[config.mk]
export PLATFORM = sky130hd
export DESIGN_NAME = framed_throttle_link_supervisor
export DESIGN_NICKNAME = d
export VERILOG_FILES = /design/src/rtl/ftls_pkg.sv /design/src/rtl/framed_throttle_link_supervisor.sv /design/src/rtl/ftls_front.sv /design/src/rtl/ftls_queue.sv /design/src/rtl/ftls_back.sv
export VERILOG_INCLUDE_DIRS = /design/src /design/src/rtl
export SDC_FILE = /design/constraint.sdc
export NUM_CORES = 1
export LEC_CHECK = 0
export BUFFER_PORTS_ARGS = -buffer_cell sky130_fd_sc_hd__buf_2
export CORE_UTILIZATION = 53
export DETAILED_ROUTE_END_ITERATION = 12
export HOLD_SLACK_MARGIN = 0.15
export PLACE_DENSITY = 0.81
export SLEW_MARGIN = 20
export SYNTH_ARGS = -nofsm -noshare
export SYNTH_HDL_FRONTEND = slang
export SYNTH_SLANG_ARGS = --single-unit
export TNS_END_PERCENT = 5
[constraint.sdc]
create_clock -name aclk -period 10.8 [get_ports aclk]
set_input_delay 3.24 -clock aclk [delete_from_list [all_inputs] [get_ports aclk]]
set_output_delay 3.24 -clock aclk [all_outputs]
set_load 0.005 [all_outputs]
[src/rtl/assert_macros.svh]
// assertion macros shared by the rtl
`ifndef ASSERT_MACROS_SVH
`define ASSERT_MACROS_SVH

// antecedent on this edge implies consequent on the same edge
`define AST_IMPLIES(label, clk, rstn, pre, post) \
    label: assert property (@(posedge clk) disable iff (!rstn) (pre) |-> (post)) \
        else $error("assertion failed");

// condition must never hold out of reset
`define AST_NEVER(label, clk, rstn, cond) \
    label: assert property (@(posedge clk) disable iff (!rstn) !(cond)) \
        else $error("assertion failed");

`endif

[src/rtl/ftls_pkg.sv]
// shared types and constants for the throttle link supervisor
package ftls_pkg;

    localparam int RXB_W      = 8;
    localparam int TIME_W     = 32;
    localparam int POS_W      = 4;
    localparam int PAYLOAD_W  = 64;
    localparam int THR_W      = 11;
    localparam int NUM_THR    = 4;
    localparam int MIN_W      = 6;
    localparam int TIMEOUT_W  = 16;
    localparam int HOLD_W     = 8;
    localparam int STARTUP_W  = 16;
    localparam int CFG_IDX_W  = 2;
    localparam int CFG_DATA_W = 16;
    localparam int S_DATA_W   = 40;
    localparam int M_DATA_W   = 48;
    localparam int QUEUE_DEPTH_DEF = 2;

    localparam logic [RXB_W-1:0] HDR0 = 8'hAB;
    localparam logic [RXB_W-1:0] HDR1 = 8'hCD;
    localparam logic [POS_W-1:0] POS_HDR1      = 4'd1;
    localparam logic [POS_W-1:0] POS_FIRST_PL  = 4'd2;
    localparam logic [POS_W-1:0] POS_SUM_LO    = 4'd10;
    localparam logic [POS_W-1:0] POS_LAST      = 4'd11;

    localparam logic [MIN_W-1:0]     MIN_THROTTLE_RST = 6'd48;
    localparam logic [TIMEOUT_W-1:0] TIMEOUT_RST      = 16'd100;
    localparam logic [HOLD_W-1:0]    HOLD_RST         = 8'd33;
    localparam logic [STARTUP_W-1:0] STARTUP_RST      = 16'd3000;

    // configuration register indexes
    localparam logic [CFG_IDX_W-1:0] CFG_MIN_THROTTLE = 2'd0;
    localparam logic [CFG_IDX_W-1:0] CFG_LINK_TIMEOUT = 2'd1;
    localparam logic [CFG_IDX_W-1:0] CFG_RESYNC_HOLD  = 2'd2;
    localparam logic [CFG_IDX_W-1:0] CFG_STARTUP      = 2'd3;

    // input item kinds carried in s_tuser
    localparam logic OP_BYTE = 1'b0;
    localparam logic OP_TICK = 1'b1;

    // work handed from the front to the back for each tick
    typedef struct packed {
        logic [PAYLOAD_W-1:0] payload;
        logic                 live;
        logic                 apply;
        logic                 link_up;
    } tick_cmd_t;

    typedef struct packed {
        logic not_full;
        logic not_empty;
    } queue_stat_t;

endpackage

[src/rtl/framed_throttle_link_supervisor.sv]
// top level: config registers, front end, command queue and back end
// one item accepted per cycle while the command queue has room; bytes give no result
// a tick's result is written into a queue entry at its transfer, then into the output
// register that drives m_tdata when the back end pops it
// s_tready drops only while the command queue is full under output back-pressure
// aresetn is synchronous, active low: clears link state, queue, drive values, loads defaults
`include "assert_macros.svh"
module framed_throttle_link_supervisor import ftls_pkg::*; #(
    parameter int QUEUE_DEPTH = QUEUE_DEPTH_DEF
) (
    input  logic                   aclk,
    input  logic                   aresetn,
    input  logic                   s_tvalid,
    output logic                   s_tready,
    input  logic [S_DATA_W-1:0]    s_tdata,   // rx_byte[7:0], now_ms[39:8]
    input  logic                   s_tuser,   // operation
    output logic                   m_tvalid,
    input  logic                   m_tready,
    output logic [M_DATA_W-1:0]    m_tdata,   // throttle_a..d [43:0], link_up, applied
    input  logic                   cfg_wr_en,
    input  logic [CFG_IDX_W-1:0]   cfg_index,
    input  logic [CFG_DATA_W-1:0]  cfg_wdata
);

    logic [MIN_W-1:0]     min_throttle_reg;
    logic [TIMEOUT_W-1:0] link_timeout_reg;
    logic [HOLD_W-1:0]    resync_hold_reg;
    logic [STARTUP_W-1:0] startup_delay_reg;

    queue_stat_t q_stat;
    logic        push, pop;
    tick_cmd_t   push_cmd, head_cmd;
    logic        tick_xfer;

    assign tick_xfer = s_tvalid && s_tready && (s_tuser == OP_TICK);

    always_ff @(posedge aclk) begin
        if (!aresetn) begin
            min_throttle_reg  <= MIN_THROTTLE_RST;
            link_timeout_reg  <= TIMEOUT_RST;
            resync_hold_reg   <= HOLD_RST;
            startup_delay_reg <= STARTUP_RST;
        end else if (cfg_wr_en) begin
            case (cfg_index)
                CFG_MIN_THROTTLE: min_throttle_reg  <= cfg_wdata[MIN_W-1:0];
                CFG_LINK_TIMEOUT: link_timeout_reg  <= cfg_wdata[TIMEOUT_W-1:0];
                CFG_RESYNC_HOLD:  resync_hold_reg   <= cfg_wdata[HOLD_W-1:0];
                CFG_STARTUP:      startup_delay_reg <= cfg_wdata[STARTUP_W-1:0];
                default: ;
            endcase
        end
    end

    ftls_front u_front (
        .aclk             (aclk),
        .aresetn          (aresetn),
        .s_tvalid         (s_tvalid),
        .s_tready         (s_tready),
        .s_tdata          (s_tdata),
        .s_tuser          (s_tuser),
        .link_timeout_ms  (link_timeout_reg),
        .resync_hold_ms   (resync_hold_reg),
        .startup_delay_ms (startup_delay_reg),
        .q_stat           (q_stat),
        .push             (push),
        .push_cmd         (push_cmd)
    );

    ftls_queue #(
        .DEPTH (QUEUE_DEPTH)
    ) u_queue (
        .aclk     (aclk),
        .aresetn  (aresetn),
        .push     (push),
        .push_cmd (push_cmd),
        .pop      (pop),
        .head_cmd (head_cmd),
        .q_stat   (q_stat)
    );

    ftls_back u_back (
        .aclk         (aclk),
        .aresetn      (aresetn),
        .min_throttle (min_throttle_reg),
        .q_stat       (q_stat),
        .head_cmd     (head_cmd),
        .pop          (pop),
        .m_tvalid     (m_tvalid),
        .m_tready     (m_tready),
        .m_tdata      (m_tdata)
    );

    // a tick transfer always finds room in the queue
    `AST_IMPLIES(a_tick_has_room, aclk, aresetn, tick_xfer, q_stat.not_full)
    // an applied result only comes with the link up
    `AST_IMPLIES(a_applied_link_up, aclk, aresetn, m_tvalid && m_tdata[45], m_tdata[44])
    // with the link down every drive value reads zero
    `AST_IMPLIES(a_down_is_zero, aclk, aresetn, m_tvalid && !m_tdata[44], m_tdata[43:0] == '0)
    // a popped apply command always carries a live link
    `AST_NEVER(a_apply_is_live, aclk, aresetn, head_cmd.apply && !head_cmd.live && pop)

endmodule

[src/rtl/ftls_front.sv]
// front end: frame assembly, link state and tick decisions
module ftls_front import ftls_pkg::*; (
    input  logic                  aclk,
    input  logic                  aresetn,
    input  logic                  s_tvalid,
    output logic                  s_tready,
    input  logic [S_DATA_W-1:0]   s_tdata,
    input  logic                  s_tuser,
    input  logic [TIMEOUT_W-1:0]  link_timeout_ms,
    input  logic [HOLD_W-1:0]     resync_hold_ms,
    input  logic [STARTUP_W-1:0]  startup_delay_ms,
    input  queue_stat_t           q_stat,
    output logic                  push,
    output tick_cmd_t             push_cmd
);

    logic [POS_W-1:0]     byte_pos_reg, byte_pos_next;
    logic                 header_good_reg, header_good_next;
    logic [15:0]          running_sum_reg, running_sum_next;
    logic [7:0]           sum_low_reg, sum_low_next;
    logic [PAYLOAD_W-1:0] incoming_reg, incoming_next;
    logic [PAYLOAD_W-1:0] latched_reg, latched_next;
    logic                 connected_reg, connected_next;
    logic                 started_reg, started_next;
    logic                 pending_reg, pending_next;
    logic [TIME_W-1:0]    last_good_reg, last_good_next;
    logic                 holding_reg, holding_next;
    logic [TIME_W-1:0]    hold_start_reg, hold_start_next;

    logic                 accept;
    logic [RXB_W-1:0]     rx_byte;
    logic [TIME_W-1:0]    now_ms;
    logic                 take;
    logic [POS_W-1:0]     pos;
    logic [2:0]           lane;
    logic                 good;
    logic                 conn_tick;
    logic                 live;

    assign s_tready = q_stat.not_full;
    assign accept   = s_tvalid && s_tready;
    assign rx_byte  = s_tdata[RXB_W-1:0];
    assign now_ms   = s_tdata[RXB_W +: TIME_W];
    assign lane     = 3'(pos - POS_FIRST_PL);

    always_comb begin
        byte_pos_next    = byte_pos_reg;
        header_good_next = header_good_reg;
        running_sum_next = running_sum_reg;
        sum_low_next     = sum_low_reg;
        incoming_next    = incoming_reg;
        latched_next     = latched_reg;
        connected_next   = connected_reg;
        started_next     = started_reg;
        pending_next     = pending_reg;
        last_good_next   = last_good_reg;
        holding_next     = holding_reg;
        hold_start_next  = hold_start_reg;
        take             = 1'b0;
        pos              = byte_pos_reg;
        good             = 1'b0;
        conn_tick        = connected_reg;
        live             = 1'b0;
        push             = 1'b0;
        push_cmd         = '0;

        if (accept && s_tuser == OP_BYTE) begin
            take = 1'b1;
            if (holding_reg) begin
                if ((now_ms - hold_start_reg) < TIME_W'(resync_hold_ms)) begin
                    take = 1'b0;
                end else begin
                    holding_next = 1'b0;
                    pos          = '0;
                end
            end
            if (take) begin
                if (pos == '0) begin
                    header_good_next = (rx_byte == HDR0);
                    running_sum_next = '0;
                    incoming_next    = '0;
                end else if (pos == POS_HDR1) begin
                    header_good_next = header_good_reg && (rx_byte == HDR1);
                end else if (pos < POS_SUM_LO) begin
                    running_sum_next = running_sum_reg + 16'(rx_byte);
                    incoming_next[{lane, 3'b000} +: RXB_W] = rx_byte;
                end else if (pos == POS_SUM_LO) begin
                    sum_low_next = rx_byte;
                end

                if (pos < POS_LAST) begin
                    byte_pos_next = pos + 1'b1;
                end else begin
                    // end of frame: check header and sum
                    byte_pos_next = '0;
                    good = header_good_next && (running_sum_next == {rx_byte, sum_low_next});
                    if (!connected_reg) begin
                        if (good) begin
                            latched_next   = incoming_next;
                            last_good_next = now_ms;
                            connected_next = 1'b1;
                        end else begin
                            holding_next    = 1'b1;
                            hold_start_next = now_ms;
                        end
                    end else if (good) begin
                        latched_next   = incoming_next;
                        pending_next   = 1'b1;
                        last_good_next = now_ms;
                    end else begin
                        connected_next = 1'b0;
                    end
                end
            end
        end else if (accept && s_tuser == OP_TICK) begin
            if (connected_reg && ((now_ms - last_good_reg) > TIME_W'(link_timeout_ms))) begin
                conn_tick = 1'b0;
            end
            connected_next = conn_tick;
            if (now_ms > TIME_W'(startup_delay_ms)) begin
                started_next = 1'b1;
            end
            live = conn_tick && started_next;
            if (live && pending_reg) begin
                pending_next = 1'b0;
            end
            push             = 1'b1;
            push_cmd.payload = latched_reg;
            push_cmd.live    = live;
            push_cmd.apply   = live && pending_reg;
            push_cmd.link_up = conn_tick;
        end
    end

    always_ff @(posedge aclk) begin
        if (!aresetn) begin
            byte_pos_reg    <= '0;
            header_good_reg <= 1'b0;
            running_sum_reg <= '0;
            sum_low_reg     <= '0;
            incoming_reg    <= '0;
            latched_reg     <= '0;
            connected_reg   <= 1'b0;
            started_reg     <= 1'b0;
            pending_reg     <= 1'b0;
            last_good_reg   <= '0;
            holding_reg     <= 1'b0;
            hold_start_reg  <= '0;
        end else begin
            byte_pos_reg    <= byte_pos_next;
            header_good_reg <= header_good_next;
            running_sum_reg <= running_sum_next;
            sum_low_reg     <= sum_low_next;
            incoming_reg    <= incoming_next;
            latched_reg     <= latched_next;
            connected_reg   <= connected_next;
            started_reg     <= started_next;
            pending_reg     <= pending_next;
            last_good_reg   <= last_good_next;
            holding_reg     <= holding_next;
            hold_start_reg  <= hold_start_next;
        end
    end

endmodule

[src/rtl/ftls_queue.sv]
// short command queue between the front and the back
module ftls_queue import ftls_pkg::*; #(
    parameter int DEPTH = QUEUE_DEPTH_DEF
) (
    input  logic        aclk,
    input  logic        aresetn,
    input  logic        push,
    input  tick_cmd_t   push_cmd,
    input  logic        pop,
    output tick_cmd_t   head_cmd,
    output queue_stat_t q_stat
);

    localparam int PTR_W = (DEPTH > 1) ? $clog2(DEPTH) : 1;
    localparam int CNT_W = $clog2(DEPTH + 1);
    localparam logic [PTR_W-1:0] LAST_PTR = PTR_W'(DEPTH - 1);
    localparam logic [CNT_W-1:0] FULL_CNT = CNT_W'(DEPTH);

    tick_cmd_t         entries [DEPTH];
    logic [PTR_W-1:0]  wr_ptr_reg, wr_ptr_next;
    logic [PTR_W-1:0]  rd_ptr_reg, rd_ptr_next;
    logic [CNT_W-1:0]  count_reg, count_next;
    logic              do_push, do_pop;

    assign q_stat.not_full  = (count_reg != FULL_CNT);
    assign q_stat.not_empty = (count_reg != '0);
    assign do_push  = push && q_stat.not_full;
    assign do_pop   = pop && q_stat.not_empty;
    assign head_cmd = entries[rd_ptr_reg];

    always_comb begin
        wr_ptr_next = wr_ptr_reg;
        rd_ptr_next = rd_ptr_reg;
        count_next  = count_reg;
        if (do_push) begin
            wr_ptr_next = (wr_ptr_reg == LAST_PTR) ? '0 : wr_ptr_reg + 1'b1;
        end
        if (do_pop) begin
            rd_ptr_next = (rd_ptr_reg == LAST_PTR) ? '0 : rd_ptr_reg + 1'b1;
        end
        if (do_push && !do_pop) begin
            count_next = count_reg + 1'b1;
        end else if (do_pop && !do_push) begin
            count_next = count_reg - 1'b1;
        end
    end

    always_ff @(posedge aclk) begin
        if (do_push) begin
            entries[wr_ptr_reg] <= push_cmd;
        end
    end

    always_ff @(posedge aclk) begin
        if (!aresetn) begin
            wr_ptr_reg <= '0;
            rd_ptr_reg <= '0;
            count_reg  <= '0;
        end else begin
            wr_ptr_reg <= wr_ptr_next;
            rd_ptr_reg <= rd_ptr_next;
            count_reg  <= count_next;
        end
    end

endmodule

[src/rtl/ftls_back.sv]
// back end: throttle scaling, drive values and output register
module ftls_back import ftls_pkg::*; (
    input  logic                 aclk,
    input  logic                 aresetn,
    input  logic [MIN_W-1:0]     min_throttle,
    input  queue_stat_t          q_stat,
    input  tick_cmd_t            head_cmd,
    output logic                 pop,
    output logic                 m_tvalid,
    input  logic                 m_tready,
    output logic [M_DATA_W-1:0]  m_tdata
);

    // clamp to 1000, zero stays zero, else min + floor((v-1)*1999/999) = min + 2u + (u == 999)
    function automatic logic [THR_W-1:0] scale_thr(input logic [15:0] raw,
                                                   input logic [MIN_W-1:0] base);
        logic [9:0]  clamped;
        logic [9:0]  u;
        logic [11:0] sum;
        begin
            clamped = (raw > 16'd1000) ? 10'd1000 : raw[9:0];
            u       = clamped - 10'd1;
            sum     = 12'(base) + {1'b0, u, 1'b0} + 12'(u == 10'd999);
            scale_thr = (clamped == '0) ? '0 : sum[THR_W-1:0];
        end
    endfunction

    logic [THR_W-1:0]    drive_reg [NUM_THR];
    logic [THR_W-1:0]    drive_next [NUM_THR];
    logic                m_valid_reg, m_valid_next;
    logic [M_DATA_W-1:0] m_data_reg, m_data_next;

    assign pop      = q_stat.not_empty && (!m_valid_reg || m_tready);
    assign m_tvalid = m_valid_reg;
    assign m_tdata  = m_data_reg;

    always_comb begin
        for (int i = 0; i < NUM_THR; i++) begin
            drive_next[i] = drive_reg[i];
            if (pop) begin
                if (!head_cmd.live) begin
                    drive_next[i] = '0;
                end else if (head_cmd.apply) begin
                    drive_next[i] = scale_thr(head_cmd.payload[16*i +: 16], min_throttle);
                end
            end
        end
        m_valid_next = m_valid_reg;
        m_data_next  = m_data_reg;
        if (pop) begin
            m_valid_next = 1'b1;
            m_data_next  = {2'b00, head_cmd.apply, head_cmd.link_up,
                            drive_next[3], drive_next[2], drive_next[1], drive_next[0]};
        end else if (m_tready) begin
            m_valid_next = 1'b0;
        end
    end

    always_ff @(posedge aclk) begin
        m_data_reg <= m_data_next;
        if (!aresetn) begin
            m_valid_reg <= 1'b0;
            for (int i = 0; i < NUM_THR; i++) begin
                drive_reg[i] <= '0;
            end
        end else begin
            m_valid_reg <= m_valid_next;
            for (int i = 0; i < NUM_THR; i++) begin
                drive_reg[i] <= drive_next[i];
            end
        end
    end

endmodule

Word-level counts from Yosys, hierarchy flattened
Memories as Yosys holds them, arrays and structs flattened. A register that Yosys moved wholly into a read port is not among the register bits.
Index checks and enable logic that the tools add are counted.
- bits of input ports: 64
- memory bits (writable): 178
- memories kept: 2
- bits in registers: 322
- logic and storage cells: 211
- output and inout port bits: 50
- memory list (memory ; depth ; width ; rd ports ; clocked after Yosys merged registers in ; write ports ; line ; RTL):
    u_queue.entries ; 2 ; 67 ; 1 ; 1 ; 1 ; ftls_queue.sv:19 ; tick_cmd_t entries [DEPTH];
    u_back.drive_reg ; 4 ; 11 ; 4 ; 0 ; 4 ; ftls_back.sv:28 ; logic [THR_W-1:0] drive_reg [NUM_THR];
- magnitude comparators: 9
- muxes and demuxes: 91
- bitwise operators: 9
- shifts and indexed selects: 2
- eq/ne operators: 17
- reduce and logical (&&, ||, !) cells: 38
- add/subtract/negate cells: 22
- operators by type and width (operator ; number):
    11-bit two-way mux ; 20
    64-bit two-way mux ; 3
    67-bit two-way mux ; 2
    16-bit two-way mux ; 5
    64-bit bitwise mux ; 1
    16-bit by 10-bit > comparator with 1-bit output (second input constant) ; 4
    32-bit by 16-bit > comparator with 1-bit output ; 2
    8-bit by 8-bit variable shift with 64-bit output (first input constant) ; 1
    8-bit by 8-bit indexed part select with 64-bit output ; 1
    32-bit subtractor ; 2
    8-bit two-way mux ; 6
    11-bit by 1-bit adder with 11-bit output ; 4
    6-bit by 11-bit adder with 11-bit output ; 4
    1-bit two-way mux ; 43
    10-bit == test (second input constant) ; 4
    10-bit logical NOT ; 4
    10-bit two-way mux ; 4
    10-bit by 1-bit subtractor with 10-bit output (second input constant) ; 4
    32-bit by 8-bit less-than comparator with 1-bit output ; 1
    16-bit by 8-bit adder with 16-bit output ; 1
    16-bit == test ; 1
    8-bit == test (second input constant) ; 2
    4-bit two-way mux ; 4
    1-bit logical AND ; 13
    27 further kinds ; 52

Depth between registers and ports, before layout
Gate-level depths: netlist of the first run.
- word-level depth: 19
- gate-level depth with buffers: 34
- depth with buffers taken out: 30

Modules after synthesis
A second synthesis of the first run with hierarchy kept.
- cell total of the unflattened synthesis: 3354
- area, all modules: 29998.8 µm²
- by module, submodules not included (module ; times used ; cells an instance ; area an instance (µm²)):
    ftls_front ; 1 ; 2316 ; 17230.3
    ftls_back ; 1 ; 623 ; 5871.9
    ftls_queue ; 1 ; 232 ; 5077.4
    framed_throttle_link_supervisor ; 1 ; 183 ; 1819.2

Worst setup path before layout of the first run
Ideal clock, no wire load.
- path type: input port to flip-flop
- start: in s_tdata[8]
- end: reg u_front.latched_reg[10]
- stages on the path: 31
- path buffers: 3
- data required time: 10672 ps
- arrival: 9115 ps
- slack: 1558 ps
- cell sequence: inv_1 ha_1 fa_1 nand2b_1 a21oi_2 nor2_1 xnor2_1 ha_1 a21o_1 a22oi_1 nand4_1 nor4_1 nand4_1 a2111oi_2 nand4_2 nor3_1 o21ai_0 ha_1 nor2_1 o31ai_4 o21ai_4 mux2_1 and3_1 nor4_2 nand4_1 nor4_1 buf_4 buf_12 buf_6 mux2i_1 nor2_1
- longest elaborated chain between the ends: 15
- elaborated cells between the ends (all ways): 41
- RTL lines (element ; line ; RTL):
    from (decl) ; framed_throttle_link_supervisor.sv:15 ; input logic [S_DATA_W-1:0] s_tdata,
    32-bit subtractor (*) ; ftls_front.sv:70 ; if ((now_ms - hold_start_reg) < TIME_W'(resync_hold_ms)) begin
    32-bit by 8-bit less-than comparator with 1-bit output (*) ; ftls_front.sv:70 ;
    parallel branches: the longest is 13 deep, another holds 6-bit negator with 8-bit output ; n/a ;
    to (signal assigned) ; ftls_front.sv:155 ; latched_reg <= latched_next;
    to (decl) ; ftls_front.sv:22 ; logic [PAYLOAD_W-1:0] latched_reg, latched_next;
Mark *: on every way between the ends. The select of a mux whose other input is x is not followed.
A chain may end at the register's enable or synchronous reset.

Worst setup path in the final report of the first run
- start: in s_tdata[8]
- end: reg u_front.latched_reg[4]
The elaborated chain is that of the path after synthesis.

==> results of run 1 <==
worst reg2reg max path: cells and delay by family, from the launching register on:
kind | cells | cell delay (ns)
and+or+nand+nor | 10 | 2.31
AOI/OAI and AO/OA | 8 | 2.18
adders and majority gates | 3 | 0.90
buffers and inverters | 3 | 0.67
muxes | 2 | 0.58
DFF | 1 | 0.34
xor gates and xnor gates | 1 | 0.15
power by group through the flow:
stage                     combinational (mW)  clock (mW)  sequential (mW)
after floorplan                        0.733           0             2.24
after global placement                  1.00           0             2.25
after detailed placement                1.02           0             2.26
after CTS                               1.03        1.80             2.22
after global routing                    1.14        1.87             2.23
final                                   1.03        1.78             2.21
logic make-up (layout without fill, tap and decap cells):
family	count (synthesis)	count (layout)
and+or+nand+nor	1218	1218
AOI/OAI and AO/OA	620	620
DFF	501	501
buffers and inverters	305	384
muxes	217	217
adders and majority gates	159	159
xor gates and xnor gates	111	111
other	1	3
metrics by stage:
stage               power (mW)  std cells  hold slack, ns
floorplan                 2.97       3133           0.428
global placement          3.25       3806           0.441
detailed placement        3.28       3806           0.446
CTS                       5.05       3900           0.455
global route              5.24       3901           0.465
finish                    5.02       3901           0.455
worst paths after layout:
check / endpoint / slack, ns
max: u_front.latched_reg[4] / 0.97
min: u_front.incoming_reg[33] / 0.45
max reg2reg: u_front.latched_reg[4] / 3.50
min reg2reg: u_front.incoming_reg[33] / 0.45
layout make-up:
cell class,instances,area (um^2)
clock inverter,27,282
inverter,154,579
clock buffer,67,1400
timing repair buffer,136,787
multi-input combinational,2327,15200
tap,688,861
sequential,501,11800
fill,4392,21600
antenna,1,2.50
synth_stat cells, types with 30 or more instances:
cell type | number | area share
nor2b_1 | 109 | 0.024
nand3_1 | 84 | 0.015
edfxtp_1 | 180 | 0.19
xnor2_1 | 62 | 0.019
nor4_1 | 30 | 0.0067
nor2_1 | 195 | 0.026
ha_1 | 152 | 0.067
o21ai_0 | 90 | 0.016
xor2_1 | 49 | 0.015
nand2b_1 | 33 | 0.0073
nand4_1 | 32 | 0.0071
a21o_1 | 54 | 0.014
a21boi_0 | 33 | 0.0088
mux2i_1 | 205 | 0.073
nor3_1 | 54 | 0.0096
a21oi_1 | 242 | 0.043
nand2_1 | 471 | 0.063
clkbuf_1 | 109 | 0.015
dfxtp_1 | 321 | 0.23
inv_1 | 152 | 0.020
and2_1 | 129 | 0.029
per-layer routing:
layer  part of all wire  GRT usage  wire, um
met3              0.062     0.0288      4070
met5                  0          0         0
met4              0.031     0.0842      1990
met1               0.45      0.323     29300
met2               0.46      0.401     30000
==> run summary, run 1 <==
Outcome = finished clean
Fraction of final layout cells with drive strength greater than 1 = 0.0878
Clock tree from TritonCTS = yes
Pin count of the biggest net entering global routing = 161
HPWL after detailed placement = 44900 um
Port Buffer Count = 111
Proportion of synthesized area in mux cells = 0.0775
Fraction of the yosys area taken by sequential cells = 0.419
Row count = 84
Startpoint Class = primary input
Switching part of the total power = 0.292
Adder and majority cell fraction of the synthesized area = 0.0724
Start point of the critical path = s_tdata[8]
Most frequent cells in the layout = nand2_1, dfxtp_1, a21oi_1
Unrepaired setup endpoints after global routing = no
Worst-path fanout max = 42
Layout-stage area growth over the synthesis result = 9.64%
Part of the total power dissipated in combinational logic = 0.206
Number of hold buffers added after cts = 0
Most common cell after layout, fill and taps aside = nand2_1
Worst stage delay on the critical path = 0.59 ns
Slew of the pin with the lowest slew margin = 1.15 ns
Count of cell types in the netlist = 92
Flip-flop count of the largest register after layout = 134
Number of enable flip-flop cells after synthesis = 180
Post-route minimum period = 9.83 ns
Critical path required time = 11.24 ns
Effective utilization at floorplan = 0.537
Post-layout net count = 3393
Worst hold path depth = 2
Buffer count from post-CTS setup fixing = 0
Most used flip-flop cell after synthesis = dfxtp_1
Main combinational cell family by area after synthesis = simple AND/OR/NAND/NOR gates
Die ar. = 0.0541 mm^2
Share of the clock period used by the worst path after layout = 0.910
All-layer global routing usage = 0.241
Top Family by Delay on Critical Path = compound AO/OA/AOI/OAI gates
VDD IR max = 0.108 mV
CP Capture Type = flop
Post-Syn Area = 0.0282 mm^2
Hold/Removal Path Class = reg -> reg
Slew HR = 0.232
Worst Slack Setup Final = 0.972 ns
Detailed-router iteration count before antenna repair = 5
Internal cell power = 3.56 mW
Post-placement cell area = 0.0292 mm^2
# resized after CTS = 0
Post-DR vias/cell = 5.76
Core area = 0.0526 mm^2
Chip width = 233 um
Non-Filler Cell Area, Final = 0.0309 mm^2
Iter 0 DRT Violations = 1834
Cts bufs inserted = 50
Switch Pwr = 1.47 mW
Crit path kind = in -> reg
Routed wire length = 65300 um
Total number of H-tree levels = 2
Leak pwr = 11.1 nW
Post-synth ARST share = 0
Depth of the worst register-to-register path = 27
Final setup fails = 0
Worst setup timing slack at the placement stage = 0.462 ns
Routed WL per cell = 16.7 um
Area share of xor/xnor cells in the synthesized design = 0.0345
Clock Latency Late Sink = 0.60 ns
Root Driver = clkbuf_16
Number of cells produced by synthesis = 3132
Arrival time worst endpoint = 10.27 ns
Number of buffer and inverter stages on the critical path = 5
Final count of pins violating max slew = 0
Via count of the first global-routing pass = 21400
Avg Inst Size Synth = 9.01 um^2
Clock input transition at the sequential cells of the worst setup and hold paths = 0.06 ns
First-pass GRT wire length = 107000 um
Power Density = 162 mW/mm^2
Start of the worst register-to-register path = u_front.hold_start_reg[4]
Final weighted congestion of routability-driven global placement = 0.928
Max-cap check violation count = 0
Clock share of power = 0.353
Utilization of the core after routing = 0.588
Portion of total power attributed to sequential cells = 0.441
Vias = 22500
Clk sink count = 501
Worst path slowest cell = mux2i_1
Logic depth of the worst path, buffers included = 28
Antenna viol nets, final = 0
Area fraction in and, or, nand and nor cells after synthesis = 0.209
Start point of the worst min-delay path = u_front.incoming_reg[33]
Clock Skews = 0.0161 ns
Top Ports = 114
DRC viols = 0
Share of the synthesized area in compound gates (AO/OA/AOI/OAI) = 0.142
Maximum count of clock buffers along a single path = 3
Final global-route overflow total = 0
Number of warnings printed during yosys synthesis = 0
Die Ht = 233 um
Final count of hold timing violations = 0
Flip-flop and latch count after synthesis = 501
Timing-limited maximum frequency = 102 MHz
Initial antenna violation count = 1
Sum of negative setup slack = 0 ns
Note: power is estimated with default switching activity, not from simulation.
==> run 2: changes to the inputs <==
CORE_UTILIZATION = 44   (was 53)
GPL_TIMING_DRIVEN = 0   (was not set)
PLACE_DENSITY = 0.71   (was 0.81)
==> run summary, run 2 (synthesis results as in run 1) <==
Total number of H-tree levels = 2 (unchanged)
Detailed-router iteration count before antenna repair = 6 (+1)
Worst hold path depth = 2 (unchanged)
Row count = 92 (+9.5%)
Maximum count of clock buffers along a single path = 3 (unchanged)
Chip width = 255 um (+9.7%)
Critical path required time = 11.26 ns (+0.02 ns)
Outcome = finished clean
# resized after CTS = 0 (unchanged)
DRC viols = 0 (unchanged)
Crit path kind = in -> reg
Number of buffer and inverter stages on the critical path = 7 (+2)
Flip-flop count of the largest register after layout = 134 (unchanged)
Routed wire length = 71700 um (+9.9%)
Number of hold buffers added after cts = 0 (unchanged)
Die Ht = 255 um (+9.7%)
Startpoint Class = primary input
VDD IR max = 0.114 mV (+6.1%)
Final setup fails = 0 (unchanged)
Fraction of final layout cells with drive strength greater than 1 = 0.0862 (-0.00159)
Cts bufs inserted = 52 (+4.0%)
Share of the clock period used by the worst path after layout = 0.958 (+0.0478)
Final global-route overflow total = 0 (unchanged)
Most common cell after layout, fill and taps aside = nand2_1
Vias = 22800 (+1.4%)
Most frequent cells in the layout = nand2_1, dfxtp_1, a21oi_1
Total power consumption of the routed design = 5.17 mW (+2.8%)
Post-DR vias/cell = 5.44 (-5.6%)
HPWL after detailed placement = 54000 um (+20%)
First-pass GRT wire length = 113000 um (+5.6%)
Via count of the first global-routing pass = 21000 (-1.8%)
Antenna viol nets, final = 0 (unchanged)
Iter 0 DRT Violations = 1650 (-10%)
Post-placement cell area = 0.0299 mm^2 (+2.4%)
CP Capture Type = flop
Worst-path fanout max = 10 (-76%)
Die ar. = 0.0651 mm^2 (+20%)
Arrival time worst endpoint = 10.81 ns (+0.54 ns)
Port Buffer Count = 108 (-2.7%)
All-layer global routing usage = 0.219 (-0.0226)
Depth of the worst register-to-register path = 31 (+15%)
Clock Latency Late Sink = 0.62 ns (+0.02 ns)
Top Ports = 114 (unchanged)
Logic depth of the worst path, buffers included = 33 (+18%)
Leak pwr = 11.4 nW (+1.9%)
Buffer count from post-CTS setup fixing = 0 (unchanged)
Timing-limited maximum frequency = 96.7 MHz (-5.0%)
Filler cell count = 5811 (+32%)
Unrepaired setup endpoints after global routing = no
Routed WL per cell = 17.1 um (+2.3%)
Slew of the pin with the lowest slew margin = 1.08 ns (-0.0641 ns)
Worst stage delay on the critical path = 0.57 ns (-0.02 ns)
Worst path slowest cell = a2111oi_0
Core area = 0.0632 mm^2 (+20%)
Layout-stage area growth over the synthesis result = 12.5%
Power Density = 163 mW/mm^2 (+0.16%)
Clock tree from TritonCTS = yes
Non-Filler Cell Area, Final = 0.0317 mm^2 (+2.6%)
Slew HR = 0.269 (+0.0361)
Pin count of the biggest net entering global routing = 55 (-66%)
Sum of negative setup slack = 0 ns (unchanged)
Post-route minimum period = 10.34 ns (+0.516 ns)
Clock input transition at the sequential cells of the worst setup and hold paths = 0.06 ns (about the same)
Hold/Removal Path Class = reg -> reg
Top Family by Delay on Critical Path = simple AND/OR/NAND/NOR gates
Clock Skews = 0.0246 ns (+0.00851 ns)
Final count of hold timing violations = 0 (unchanged)
Root Driver = clkbuf_16
Clk sink count = 501 (unchanged)
Final count of pins violating max slew = 0 (unchanged)
Effective utilization at floorplan = 0.446 (-0.0904)
Max-cap check violation count = 0 (unchanged)
Post-layout net count = 3522 (+3.8%)
Initial antenna violation count = 3 (+2)
Final weighted congestion of routability-driven global placement = 0.964 (+3.9%)
[run 2: cell count changes in the layout (fill, tap and decap cells not counted), moves of 2 or more]
cell	previous run	this run
nor4_2	3	1
nor3_2	0	3
buf_1	0	12
buf_2	110	120
clkinv_4	1	5
buf_4	22	12
clkinv_1	6	1
inv_4	2	0
clkinv_2	11	5
clkbuf_1	10	121
buf_16	0	2
buf_6	1	4
clkbuf_8	6	12
nor3_1	54	52
[run 2: worst min-delay path, delay by kind of cell, from the launching register on]
family           cells  cell delay, ns
flip-flops           1            0.31
AND/OR/NAND/NOR      1            0.05
AO/OA/AOI/OAI        1            0.05
[run 2: cell type report]
class	instances	area [um^2]	area share
tap	846	1060	0.0333
inverter	154	578	0.0182
antenna	1	2.50	0.0000788
clock buffer	76	1510	0.0476
sequential	501	11800	0.373
timing repair buffer	112	636	0.0200
clock inverter	20	275	0.00867
buffer	151	689	0.0217
multi-input combinational	2327	15200	0.478
[run 2: path summary, 6_finish.rpt]
path                                                start                        end  slack, ns
worst max-delay path                           s_tdata[8]  u_front.last_good_reg[31]       0.46
worst min-delay path              u_front.incoming_reg[3]    u_front.incoming_reg[3]       0.45
worst max register to register  u_front.hold_start_reg[0]  u_front.last_good_reg[31]       3.00
worst min register to register    u_front.incoming_reg[3]    u_front.incoming_reg[3]       0.45
[run 2: layer usage]
metal,vias up,track usage,part of all wire,wire (um)
li1,11300,-,-,-
met1,10700,0.303,0.47,33800
met4,4,0.0900,0.038,2700
met5,-,0,0.00043,31
met3,159,0.0337,0.060,4310
met2,626,0.340,0.43,30900
[run 2: stage by stage]
| stage | hold slack (ns) | instances | worst slack (ns) | utilization |
|---|---|---|---|---|
| 4_1_cts | 0.455 | 4187 | 0.335 | 0.502 |
| 5_1_grt | 0.467 | 4187 | 0.0165 | 0.502 |
| 2_1_floorplan | 0.428 | 3133 | 1.56 | - |
| 6_report | 0.455 | 4188 | 0.455 | 0.502 |
| 3_3_place_gp | 0.441 | 4087 | -0.303 | 0.472 |
| 3_5_place_dp | 0.446 | 4091 | -0.279 | 0.473 |
[run 2: where the power goes]
group	total (mW)	internal (mW)	switching, mW
logic	1.13	0.406	0.720
registers	2.19	2.14	0.0487
clock network	1.85	1.08	0.776
==> run 3: changes to the inputs <==
CELL_PAD_IN_SITES_DETAIL_PLACEMENT = 2   (was not set)
CELL_PAD_IN_SITES_GLOBAL_PLACEMENT = 2   (was not set)
CORE_UTILIZATION = 40   (was 44)
CTS_CLUSTER_DIAMETER = 200   (was not set)
PLACE_DENSITY = 0.92   (was 0.71)
==> run summary, run 3 (synthesis results as in run 1) <==
Maximum count of clock buffers along a single path = 3 (unchanged)
Vias = 28600 (+26%)
Endpoint of the worst hold-timing path = u_front.hold_start_reg[27]
Final hold slack = 0.466 ns (+0.0107 ns)
Top Ports = 114 (unchanged)
Layout-stage area growth over the synthesis result = 14.5%
Slack of the worst reg-to-reg path = 1.22 ns (-1.78 ns)
Final count of hold timing violations = 0 (unchanged)
Depth of the worst register-to-register path = 27 (-13%)
Clock Skews = 0.0344 ns (+0.00977 ns)
HPWL after detailed placement = 86700 um (+60%)
Cts bufs inserted = 58 (+12%)
Antenna viol nets, final = 0 (unchanged)
Slew of the pin with the lowest slew margin = 1.23 ns (+0.145 ns)
Critical path required time = 11.30 ns (+0.04 ns)
Filler cell count = 7410 (+28%)
All-layer global routing usage = 0.407 (+0.188)
Share of the clock period used by the worst path after layout = 1.02 (+0.0644)
DRC viols = 0 (unchanged)
Utilization of the core after routing = 0.467 (-0.0355)
Start point of the worst min-delay path = u_front.hold_start_reg[27]
Startpoint Class = primary input
Final weighted congestion of routability-driven global placement = 0.853 (-12%)
Flip-flop count of the largest register after layout = 134 (unchanged)
Start point of the critical path = s_tdata[8]
Power Density = 182 mW/mm^2 (+12%)
Timing-limited maximum frequency = 90.6 MHz (-6.3%)
Clock Latency Late Sink = 0.68 ns (+0.06 ns)
VDD IR max = 0.147 mV (+29%)
Worst hold path depth = 2 (unchanged)
Outcome = complete, but fails checks
Fraction of final layout cells with drive strength greater than 1 = 0.0959 (+0.00970)
Die ar. = 0.0716 mm^2 (+9.9%)
Die Ht = 268 um (+4.8%)
Final setup fails = 34 (+34)
Post-layout net count = 3541 (+0.54%)
Post-route minimum period = 11.04 ns (+0.695 ns)
Post-DR vias/cell = 6.64 (+22%)
Most common cell after layout, fill and taps aside = nand2_1
Worst Slack Setup Final = -0.240 ns (-0.695 ns)
Violations in the final reports = negative setup slack
Worst-path fanout max = 10 (unchanged)
Clock tree from TritonCTS = yes
Arrival time worst endpoint = 11.54 ns (+0.73 ns)
Worst path slowest cell = mux2i_1
Row count = 96 (+4.3%)
Detailed-router iteration count before antenna repair = 6 (unchanged)
Root Driver = clkbuf_16
Final global-route overflow total = 0 (unchanged)
Worst stage delay on the critical path = 0.68 ns (+0.11 ns)
Port Buffer Count = 108 (unchanged)
Slew HR = 0.181 (-0.0872)
CP Capture Type = flop
Hold/Removal Path Class = reg -> reg
Final count of pins violating max slew = 0 (unchanged)
Routed wire length = 150000 um (+110%)
Crit path kind = in -> reg
Effective utilization at floorplan = 0.408 (-0.0386)
Clk sink count = 501 (unchanged)
Max-cap check violation count = 0 (unchanged)
Clock input transition at the sequential cells of the worst setup and hold paths = 0.07 ns (about the same)
Chip width = 268 um (+4.8%)
Worst setup timing slack at the placement stage = -0.911 ns (-0.632 ns)
Core area = 0.0692 mm^2 (+9.5%)
Via count of the first global-routing pass = 30900 (+47%)
Initial antenna violation count = 15 (+12)
Pin count of the biggest net entering global routing = 47 (-15%)
Reg-to-reg critical path endpoint = u_back.drive_reg[0][8]
Iter 0 DRT Violations = 3269 (+98%)
Routed WL per cell = 34.8 um (+100%)
Total number of H-tree levels = 2 (unchanged)
Most frequent cells in the layout = nand2_1, dfxtp_1, a21oi_1
First-pass GRT wire length = 216000 um (+91%)
Leak pwr = 11.6 nW (+1.7%)
run 3: cell count changes in the layout (fill, tap and decap cells not counted), moves of 5 or more:
cell / delta
clkinv_4: -5
clkbuf_16: +8
clkinv_2: +5
clkbuf_8: -6
buf_4: +10
diode_2: +6
run 3: power by group:
part | internal, mW | total, mW | switching (mW)
clock network | 1.23 | 2.19 | 0.964
registers | 2.14 | 2.24 | 0.0981
logic | 0.424 | 1.45 | 1.03
run 3: critical path, delay by kind of cell:
kind / cells / cell delay (ns)
fa+ha+maj: 4 / 1.19
compound gates: 8 / 1.81
simple gates: 12 / 2.82
mux: 2 / 1.24
xor+xnor: 1 / 0.19
buf+inv: 6 / 1.00
run 3: layout make-up:
type,instances,area (um^2),area share
multi-input combinational,2327,15300,0.473
antenna,7,17.5,0.000542
buffer,151,697,0.0216
timing repair buffer,125,758,0.0235
sequential,501,11800,0.366
clock inverter,25,328,0.0101
clock buffer,85,1660,0.0513
inverter,154,578,0.0179
tap,931,1160,0.0361
run 3: layer usage:
layer,up-vias,part of all wire,track usage
li1,11300,-,-
met1,14400,0.37,0.475
met2,2060,0.46,0.666
met3,807,0.091,0.0951
met4,10,0.078,0.267
met5,-,0.00047,0
run 3: repair_timing:
item / CTS / global route
gates resized for setup: 8 / 16
setup buffers: 8 / 4
hold buffers: 0 / 0
pin swaps: 3 / 2
endpoints found under the setup margin: 153 / 156
run 3: stage by stage:
stage	cells	instance area [um^2]	setup TNS, ns	total power [mW]
floorplan	3133	28200	0	2.97
global placement	4172	29900	-39.87	3.36
detailed placement	4176	30000	-94.76	3.51
CTS	4294	32100	0	5.79
global route	4302	32300	-11.45	5.98
finish	4306	32300	-1.85	5.89
run 3: worst max-delay path by stage:
stage          depth (start not counted)                         end  slack, ns
3_5_place_dp                          29  u_front.hold_start_reg[12]      -0.91
5_1_grt                               34   u_front.last_good_reg[10]      -0.28
2_1_floorplan                         31     u_front.latched_reg[10]       1.56
4_1_cts                               35     u_front.latched_reg[21]       0.06
3_3_place_gp                          31   u_front.last_good_reg[31]      -0.41
6_report                              33   u_front.hold_start_reg[7]      -0.24
